===== src/rtl/cfba_pkg.sv =====
// Shared constants, codes and types for the contiguous frame bitmap allocator.
`default_nettype none

package cfba_pkg;

  // Geometry of the frame map
  localparam int NUM_FRAMES = 16384;
  localparam int DMA_LIMIT  = 4096;
  localparam int PAGE_BYTES = 4096;
  localparam int WORD_BITS  = 32;

  localparam int MAP_WORDS  = NUM_FRAMES / WORD_BITS;
  localparam int DMA_WORDS  = DMA_LIMIT / WORD_BITS;
  localparam int WORD_AW    = $clog2(MAP_WORDS);
  localparam int BIT_W      = $clog2(WORD_BITS);
  localparam int FRAME_W    = $clog2(NUM_FRAMES);
  localparam int PAGE_SHIFT = $clog2(PAGE_BYTES);

  // Field widths
  localparam int CMD_W    = 2;
  localparam int ADDR_W   = 26;
  localparam int COUNT_W  = 15;
  localparam int LEN_W    = 27;
  localparam int STATUS_W = 2;
  localparam int CFG_W    = 10;
  localparam int RCNT_W   = LEN_W - PAGE_SHIFT + 1;  // rounded-up frame count
  localparam int REND_W   = RCNT_W + 1;              // first + count - 1

  // Stream packing
  localparam int IN_BASE_LO  = 0;
  localparam int IN_COUNT_LO = IN_BASE_LO + ADDR_W;
  localparam int IN_LEN_LO   = IN_COUNT_LO + COUNT_W;
  localparam int IN_DATA_W   = ((IN_LEN_LO + LEN_W + 7) / 8) * 8;
  localparam int OUT_DATA_W  = ((ADDR_W + 7) / 8) * 8;

  localparam logic [CFG_W-1:0] ACTIVE_WORDS_RST = CFG_W'(MAP_WORDS);

  // Commands
  localparam logic [CMD_W-1:0] CMD_ALLOC     = 2'd0;
  localparam logic [CMD_W-1:0] CMD_ALLOC_DMA = 2'd1;
  localparam logic [CMD_W-1:0] CMD_FREE      = 2'd2;
  localparam logic [CMD_W-1:0] CMD_RESERVE   = 2'd3;

  // Result status
  localparam logic [STATUS_W-1:0] ST_DONE   = 2'd0;
  localparam logic [STATUS_W-1:0] ST_NO_RUN = 2'd1;
  localparam logic [STATUS_W-1:0] ST_ZERO   = 2'd2;

  typedef enum logic [2:0] {
    S_CLEAR,
    S_IDLE,
    S_DISPATCH,
    S_SCAN_RD,
    S_SCAN_EV,
    S_MARK_RD,
    S_MARK_WR,
    S_DONE
  } fsm_state_t;

  // One map word evaluated against the pending run
  typedef struct packed {
    logic               hit;
    logic [BIT_W-1:0]   pos;
    logic [COUNT_W-1:0] run_out;
  } scan_res_t;

endpackage

`default_nettype wire


===== src/rtl/cfba_word_scan.sv =====
// First-fit run search across one 32-frame map word, carrying the run length.
`default_nettype none

module cfba_word_scan
  import cfba_pkg::*;
(
  input  wire logic [WORD_BITS-1:0] word_data,  // 1 = frame used
  input  wire logic [COUNT_W-1:0]   run_in,
  input  wire logic [COUNT_W-1:0]   count,
  output scan_res_t                 res
);

  logic [COUNT_W-1:0]   run_end [WORD_BITS];
  logic [WORD_BITS-1:0] hit_vec;

  // run_end[p]: free frames ending at bit p; zero when bit p is used
  always_comb begin
    for (int p = 0; p < WORD_BITS; p++) begin
      run_end[p] = run_in + COUNT_W'(p + 1);
      for (int j = 0; j <= p; j++) begin
        if (word_data[j]) begin
          run_end[p] = COUNT_W'(p - j);
        end
      end
      hit_vec[p] = (run_end[p] >= count);
    end
  end

  always_comb begin
    res.hit     = |hit_vec;
    res.pos     = '0;
    res.run_out = run_end[WORD_BITS-1];
    for (int p = WORD_BITS - 1; p >= 0; p--) begin
      if (hit_vec[p]) begin
        res.pos = BIT_W'(p);
      end
    end
  end

endmodule

`default_nettype wire


===== config.mk =====
export PLATFORM = sky130hd
export DESIGN_NAME = cfba_word_scan
export DESIGN_NICKNAME = d
export VERILOG_FILES = /design/src/rtl/cfba_pkg.sv /design/src/rtl/cfba_word_scan.sv
export SDC_FILE = /design/constraint.sdc
export NUM_CORES = 1
export LEC_CHECK = 0
export BUFFER_PORTS_ARGS = -buffer_cell sky130_fd_sc_hd__buf_4
export CORE_UTILIZATION = 40
export DETAILED_ROUTE_END_ITERATION = 12
export MAX_ROUTING_LAYER = met4
export PLACE_DENSITY_LB_ADDON = 0.2
export SLEW_MARGIN = 20
export SYNTH_ARGS = -nofsm -noshare
export SYNTH_HDL_FRONTEND = slang
export SYNTH_SLANG_ARGS = --single-unit

===== constraint.sdc =====
create_clock -name vclk -period 8
set_input_delay 1.6 -clock vclk [all_inputs]
set_output_delay 1.6 -clock vclk [all_outputs]
set_load 0.02 [all_outputs]

Word level (Yosys, flattened, before mapping)
Cells that the tools add are included.

Bits in registers: 0. Input bits: 62. Logic and storage cells: 625.

Add/sub/neg operators: 32. $lt $le $gt $ge: 32. Multiplexer cells: 560. Reduce and logical (&&, ||, !) cells: 1.

Operators with widths (number): $mux W15 (528); $ge A15 B15 Y1 (32); $add A15 B5 Y15 const B (16); $mux W5 (32); $add A15 B4 Y15 const B (8); $add A15 B3 Y15 const B (4); $reduce_or A32 Y1 (1); $add A15 B2 Y15 const B (2); $add A15 B1 Y15 const B (1); $add A15 B6 Y15 const B (1).

Logic depth before layout (Yosys ltp)
Gate-level depths: netlist of run 1.

Depth in word-level cells: 66. Gate-level depth with buffers: 22.

Worst setup path before layout of run 1
OpenSTA, ideal clock, no wires.

Path kind: input port to output port. Start: in word_data[0]. End: out res[20] (netlist name). Arrival: 6.411 ns. Path slack: -0.011 ns. Cell stages on the path: 18. Path buffers: 3. Path through: buf_6 or4_1 clkbuf_2 or3_4 or3_1 or3_1 buf_2 nor2_1 ha_1 a21o_1 a21oi_1 o211ai_1 a211o_1 or2_2 nand2b_1 or3_1 nor3_1 or3b_1.

RTL lines: from (decl) (RTL line cfba_word_scan.sv:7) `input wire logic [WORD_BITS-1:0] word_data,`; to (decl) (RTL line cfba_word_scan.sv:10) `output scan_res_t res`.

==> impl_metrics.sql, run 1 <==
INSERT INTO impl_metrics (metric_group, metric, value, unit) VALUES
('finish', 'regArea', '0', 'µm²'),
('global_routing', 'groute.usage.overall', '41.2', '%'),
('drt', 'routedWlPerCell', '26.2', 'µm'),
('drt', 'finalWirelength', '98000', 'µm'),
('sta', 'clock.fmax', '0.125', 'GHz'),
('finish', 'sequential_cell_count', '0', ''),
('worst_hold_path', 'timing.hold.worst_path_depth', '3', ''),
('status', 'outcome', 'finished, final reports clean', ''),
('floorplanning', 'fp.coreArea', '45800', 'µm²'),
('place', 'dp.cells', '3730', ''),
('logic_synthesis', 'yosysSeqAreaShare', '0', '%'),
('pwr', 'power.density_cell_area', '37.7', 'nW/µm²'),
('global_routing', 'vias_in_the_first_global_route', '22300', ''),
('floorplanning', 'num_rows', '78', ''),
('sta', 'max-slew-margin-rel', '35.7', '%'),
('logic_synthesis', 'synthDistinctLibCells', '68', ''),
('global_routing', 'grt_first_pass_wirelength', '142000', 'µm'),
('place', 'io_buffer_count', '83', ''),
('logic_synthesis', 'netlist_top_cells_area', 'ha_1 33%, nor2_1 9.7%, a21oi_1 6.3%, xor2_1 6.2%, xnor2_1 6.0%', ''),
('finish', 'fillers', '4682', ''),
('floorplanning', 'die_outline_area', '47800', 'µm²'),
('sta', 'fin_ws', '0.00751', 'ns'),
('drt', 'route.antenna.remaining_nets', '0', ''),
('worst_hold_path', 'hold-path-endpoint', 'res[0]', ''),
('place', 'pre_cts_ws', '-0.415', 'ns'),
('critical_path', 'timing.critical_path.required', '6.40', 'ns'),
('place', 'place_area', '22700', 'µm²'),
('finish', 'n_clock_buffer', '0', ''),
('drt', 'drtIter0Drc', '2366', ''),
('logic_synthesis', 'synth_fp_nets', '3364', ''),
('worst_hold_path', 'worstHoldStart', 'word_data[31]', ''),
('pwr', 'vdd.ir_drop.worst', '55.7', 'µV'),
('floorplanning', 'initial_core_util', '41.0', '%'),
('sta', 'setup_viol', '0', ''),
('global_routing', 'initial_antenna_violation_count', '1', ''),
('floorplanning', 'die-width', '219', 'µm'),
('sta', 'hold_violations', '0', ''),
('sta', 'worst_slew_pin_slew', '0.953', 'ns'),
('sta', 'setup-tns-final', '0', 'ns'),
('sta', 'timing_max_transition_violations_final', '0', ''),
('place', 'gp_routability_congestion', '1.05', ''),
('finish', 'drive_above_1_share', '18.2', '%'),
('logic_synthesis', 'netlist.area_leader.share', '33.4', '%'),
('finish', 'syn_to_final_growth', '23.2', '%'),
('sta', 'hold_slack', '3.52', 'ns'),
('drt', 'dr.pass1.iters', '8', ''),
('logic_synthesis', 'mappedNetlistArea', '18800', 'µm²'),
('logic_synthesis', 'post-synth-top-area-cell', 'ha_1', ''),
('job', 'max_cap_viol_count', '0', ''),
('sta', 'min_period', '7.99', 'ns'),
('logic_synthesis', 'synth_area_per_cell', '6.69', 'µm²'),
('finish', 'number_of_nets_at_the_end_of_the_flow', '3707', ''),
('critical_path', 'crit_path_end_kind', 'primary output', ''),
('logic_synthesis', 'ys_warn_count', '0', ''),
('pwr', 'power.static_leakage', '11.2', 'nW'),
('finish', 'post-route-cell-area', '23100', 'µm²'),
('critical_path', 'worst_ep_arrival_time', '6.39', 'ns'),
('drt', 'route.vias.total', '23400', ''),
('drt', 'drc', '0', ''),
('finish', 'finish.cell_count_without_fillers', '3746', ''),
('floorplanning', 'floorplan.io_pins', '83', ''),
('global_routing', 'grt-ovfl-total', '0', ''),
('sta', 'finalCritPeriodShare', '99.9', '%'),
('worst_hold_path', 'hold_path_class', 'in2out', ''),
('finish', 'final_core_utilization', '50.5', '%'),
('logic_synthesis', 'syn_inst', '2802', ''),
('critical_path', 'setup.worst_path.start', 'word_data[0]', ''),
('drt', 'routed_via_density', '6.26', ''),
('pwr', 'total_power', '872', 'µW'),
('global_routing', 'grt_start_max_net_pins', '40', ''),
('critical_path', 'timing_worst_setup_path_type', 'in2out', ''),
('floorplanning', 'floorplan.die.height', '219', 'µm'),
('critical_path', 'cp-start-kind', 'input port', ''),
('critical_path', 'critical_path_peak_fanout', '14', ''),
('place', 'detailedPlacementHpwl', '77300', 'µm');
-- what timing repair did --
item                       in CTS  in global routing
setup endpoints to repair       6                  6
hold buffers                    0                  0
pin swaps                      19                 19
resized for setup              29                 53
buffers inserted               13                  4
-- layout make-up --
type | instances | area, µm² | area share (%)
antenna | 3 | 7.51 | 0.0325
multi-input combinational | 2578 | 18200 | 78.9
timing repair buffer | 488 | 3840 | 16.6
inverter | 77 | 289 | 1.25
tap | 600 | 751 | 3.25
-- per-layer routing --
layer / global-route usage (%) / wire length [µm]
met1: 52.0 / 40400
met2: 64.4 / 43000
met3: 3.48 / 7940
met4: 23.1 / 6650
met5: - / 0
-- how the worst max path moves through the flow --
stage                         end
after floorplan           res[20]
after global placement    res[16]
after global routing      res[20]
after detailed placement  res[16]
after CTS                 res[20]
final                     res[17]
-- power by group --
group          internal (mW)  switching, mW
clock network   0.0000000214              0
logic                  0.324          0.548
registers                  0              0
total                  0.324          0.548
-- Yosys cell counts (4+ instances only) --
cell,number
and2_1,10
o21bai_1,10
nor4b_1,4
buf_2,6
nand2b_1,30
a2111oi_0,18
o21ai_0,167
o22ai_1,5
or3_1,75
nand2_1,250
and4_1,11
or4_1,10
and3_1,7
a31oi_1,24
clkbuf_1,120
o211ai_1,15
a21o_1,54
o31ai_1,11
nand4_1,43
a221o_1,5
a211oi_1,24
o21a_1,23
nor4_1,17
a211o_1,10
nor3_1,78
nor2b_1,36
nor2_1,485
buf_1,18
nand3_1,67
xnor2_1,128
o31a_1,12
o2111ai_1,8
xor2_1,133
a221oi_1,4
a41oi_1,4
ha_1,500
a21oi_1,236
or2_2,20
inv_1,75
-- logic make-up (layout without fill, tap and decap cells) --
kind of cell	count (synthesis)	count (layout)	share of synthesized area (%)
and+or+nand+nor	1161	1161	28.5
AOI/OAI and AO/OA	656	656	21.3
adders and majority gates	500	500	33.4
xor gates and xnor gates	261	261	12.2
buffers and inverters	224	565	4.61
other	0	3	0
-- cells in the final DEF (no fill, tap or decap), drive strengths merged, types with 24 or more instances in the layout --
cell / synthesis / routed
nand4: 43 / 43
ha: 500 / 500
nor2: 485 / 485
xnor2: 128 / 128
buf: 26 / 488
xor2: 133 / 133
a21oi: 236 / 236
nor3: 79 / 79
a21o: 54 / 54
a31oi: 24 / 24
nand2b: 30 / 30
a211oi: 24 / 24
nor2b: 36 / 36
nand3: 68 / 68
o21ai: 168 / 168
nand2: 250 / 250
or3: 78 / 78
inv: 77 / 73
-- critical path, stage by stage --
cell and delay [ns]:
buf_4 0.14, or4_4 0.56, buf_4 0.16, buf_4 0.19, nor2_1 0.24, nand2_1 0.19, buf_4 0.23, nor2_1 0.14
ha_1 0.26, nand4_1 0.23, nor2_1 0.08, o2bb2ai_1 0.20, o41a_1 0.51, or3_1 0.45, nor3_1 0.31, buf_4 0.19
o21a_1 0.11, o31a_1 0.28, o21a_1 0.15, buf_4 0.13
(Power assumes the default switching activity.)
==> inputs of run 2 (changes only) <==
--- a/config.mk
+++ b/config.mk
@@ -7,2 +7,3 @@
 export LEC_CHECK = 0
+export ABC_AREA = 1
 export BUFFER_PORTS_ARGS = -buffer_cell sky130_fd_sc_hd__buf_4
@@ -12,2 +13,3 @@
 export PLACE_DENSITY_LB_ADDON = 0.2
+export SKIP_LAST_GASP = 1
 export SLEW_MARGIN = 20
==> constraint.sdc (replaced) <==
create_clock -name vclk -period 8
set_input_delay 0.8 -clock vclk [all_inputs]
set_output_delay 0.8 -clock vclk [all_outputs]
set_load 0.02 [all_outputs]
==> impl_metrics.sql, run 2 <==
INSERT INTO impl_metrics (metric_group, metric, value, unit) VALUES
('place', 'io_buffer_count', '83', ''),
('global_routing', 'grt_first_pass_wirelength', '168000', 'µm'),
('drt', 'routed_via_density', '6.48', ''),
('finish', 'n_clock_buffer', '0', ''),
('floorplanning', 'floorplan.io_pins', '83', ''),
('global_routing', 'initial_antenna_violation_count', '3', ''),
('drt', 'drc', '2', ''),
('logic_synthesis', 'mappedNetlistArea', '19100', 'µm²'),
('floorplanning', 'initial_core_util', '40.8', '%'),
('logic_synthesis', 'ys_warn_count', '0', ''),
('sta', 'grt_setup_unrepaired', 'no', ''),
('drt', 'finalWirelength', '122000', 'µm'),
('critical_path', 'crit_path_end_kind', 'primary output', ''),
('finish', 'sequential_cell_count', '0', ''),
('critical_path', 'timing_worst_setup_path_type', 'in2out', ''),
('status', 'failed_checks', 'DRC', ''),
('logic_synthesis', 'largest_family_of_logic_cells_by_synthesized_area', 'adder cells', ''),
('critical_path', 'critical_path_peak_fanout', '2', ''),
('drt', 'routedWlPerCell', '31.0', 'µm'),
('drt', 'dr.pass1.iters', '10', ''),
('logic_synthesis', 'netlist_top_cells_area', 'ha_1 33%, nand2_1 9.5%, nor2_1 9.4%, a21oi_1 8.8%, inv_1 6.1%', ''),
('logic_synthesis', 'yosysSeqAreaShare', '0', '%'),
('cts', 'cts_setup_buffers', '0', ''),
('finish', 'drive_above_1_share', '11.1', '%'),
('finish', 'fillers', '5120', ''),
('global_routing', 'grt_start_max_net_pins', '33', ''),
('critical_path', 'path_buf_inv', '4', ''),
('cts', 'post_cts_resize_count', '0', ''),
('critical_path', 'timing.critical_path.mode_cell', 'nand2_1', ''),
('drt', 'route.antenna.remaining_nets', '0', ''),
('finish', 'most-common-layout-cells', '500 x ha_1, 485 x nand2_1, 478 x nor2_1, 335 x a21oi_1, 312 x inv_1', ''),
('finish', 'regArea', '0', 'µm²'),
('global_routing', 'vias_in_the_first_global_route', '23700', ''),
('logic_synthesis', 'post-synth-top-area-cell', 'ha_1', ''),
('global_routing', 'grt-ovfl-total', '0', ''),
('logic_synthesis', 'post_synthesis_share_of_cell_area_spent_on_xor_and_xnor_gates', '4.86', '%'),
('sta', 'finalCritPeriodShare', '92.4', '%'),
('floorplanning', 'die_outline_area', '48700', 'µm²'),
('logic_synthesis', 'share_of_cell_area_taken_by_muxes_after_synthesis', '0', '%'),
('floorplanning', 'floorplan.die.height', '221', 'µm'),
('critical_path', 'worst_ep_arrival_time', '6.59', 'ns'),
('logic_synthesis', 'synth_compound_area_share', '22.1', '%'),
('critical_path', 'cpPeakStageDelay', '0.32', 'ns'),
('finish', 'number_of_nets_at_the_end_of_the_flow', '3879', ''),
('finish', 'finish.cell_count_without_fillers', '3925', ''),
('floorplanning', 'fp.coreArea', '46900', 'µm²'),
('global_routing', 'groute.usage.overall', '50.2', '%'),
('worst_hold_path', 'timing.hold.worst_path_depth', '3', ''),
('critical_path', 'crit_family', 'simple AND/OR/NAND/NOR gates', ''),
('logic_synthesis', 'synth_simple_gate_area_share', '31.0', '%'),
('logic_synthesis', 'synth_area_per_cell', '6.07', 'µm²'),
('cts', 'cts_hold_repair.buffers', '0', ''),
('drt', 'route.vias.total', '25500', ''),
('sta', 'hold_slack', '1.94', 'ns'),
('critical_path', 'timing.critical_path.required', '7.20', 'ns'),
('sta', 'clock.fmax', '0.135', 'GHz'),
('job', 'max_cap_viol_count', '0', ''),
('finish', 'syn_to_final_growth', '12.3', '%'),
('sta', 'setup_viol', '0', ''),
('floorplanning', 'die-width', '221', 'µm'),
('critical_path', 'path_depth', '56', ''),
('sta', 'timing_max_transition_violations_final', '0', ''),
('logic_synthesis', 'synthTopCellsByCount', '500 x ha_1, 485 x nand2_1, 479 x nor2_1', ''),
('logic_synthesis', 'synthDistinctLibCells', '55', ''),
('critical_path', 'cp-start-kind', 'input port', ''),
('place', 'gp_routability_congestion', '1.14', ''),
('place', 'dp.cells', '3922', ''),
('finish', 'layout_commonest_cell', 'ha_1', ''),
('logic_synthesis', 'syn_inst', '3149', ''),
('place', 'detailedPlacementHpwl', '94000', 'µm'),
('logic_synthesis', 'netlist.area_leader.share', '32.7', '%'),
('floorplanning', 'num_rows', '79', ''),
('critical_path', 'critPathSlowestCell', 'nor3_1', ''),
('sta', 'hold_violations', '0', ''),
('status', 'outcome', 'finished with violations', ''),
('worst_hold_path', 'hold_path_class', 'in2out', ''),
('logic_synthesis', 'synth_adder_area_share', '32.7', '%'),
('logic_synthesis', 'synthMostInstantiatedCell', 'ha_1', ''),
('sta', 'setup-tns-final', '0', 'ns'),
('sta', 'min_period', '7.39', 'ns'),
('sta', 'max-slew-margin-rel', '19.6', '%'),
('logic_synthesis', 'synth_fp_nets', '3711', ''),
('sta', 'worst_slew_pin_slew', '1.20', 'ns'),
('drt', 'drtIter0Drc', '3644', '');
## run 2: cells by family after synthesis
kind of cell,count (synthesis)
AO/OA/AOI/OAI,734
XOR/XNOR,106
adder cells (fa/ha/maj),500
buffers and inverters,472
AND/OR/NAND/NOR,1337
## run 2: layout make-up
cell class                      count  area, µm²  share of cell area [%]
Tap cell                          607        759                    3.54
Timing Repair Buffer              251       1900                    8.84
Multi-Input combinational cell   2677      17300                    80.8
Inverter                          387       1460                    6.78
Antenna cell                        3       7.51                  0.0350
## run 2: tightest hold or removal path, cell delays in order
cell and delay (ns):
buf_4 0.10, nor3_1 0.07, buf_4 0.16
## run 2: path summary, 6_finish.rpt
kind / endpoint / startpoint
setup / recovery: res[15] / run_in[1]
hold / removal: res[1] / word_data[31]
## run 2: stage by stage
| step | setup slack [ns] | area, µm² | util [%] |
|---|---|---|---|
| after floorplan | 1.68 | 19100 | - |
| after global placement | 0.737 | 21400 | 45.8 |
| after detailed placement | 0.808 | 21400 | 45.8 |
| after CTS | 0.802 | 21400 | 45.8 |
| after global routing | 0.0822 | 21500 | 45.8 |
| final | 0.610 | 21500 | 45.8 |
## run 2: layer usage
layer / global-route usage [%] / wire length, µm / vias to the layer above
met5: - / 0 / -
met4: 41.1 / 12500 / 0
met3: 10.3 / 13700 / 552
met2: 73.4 / 49900 / 1789
met1: 59.1 / 45600 / 11800
li1: - / - / 11300
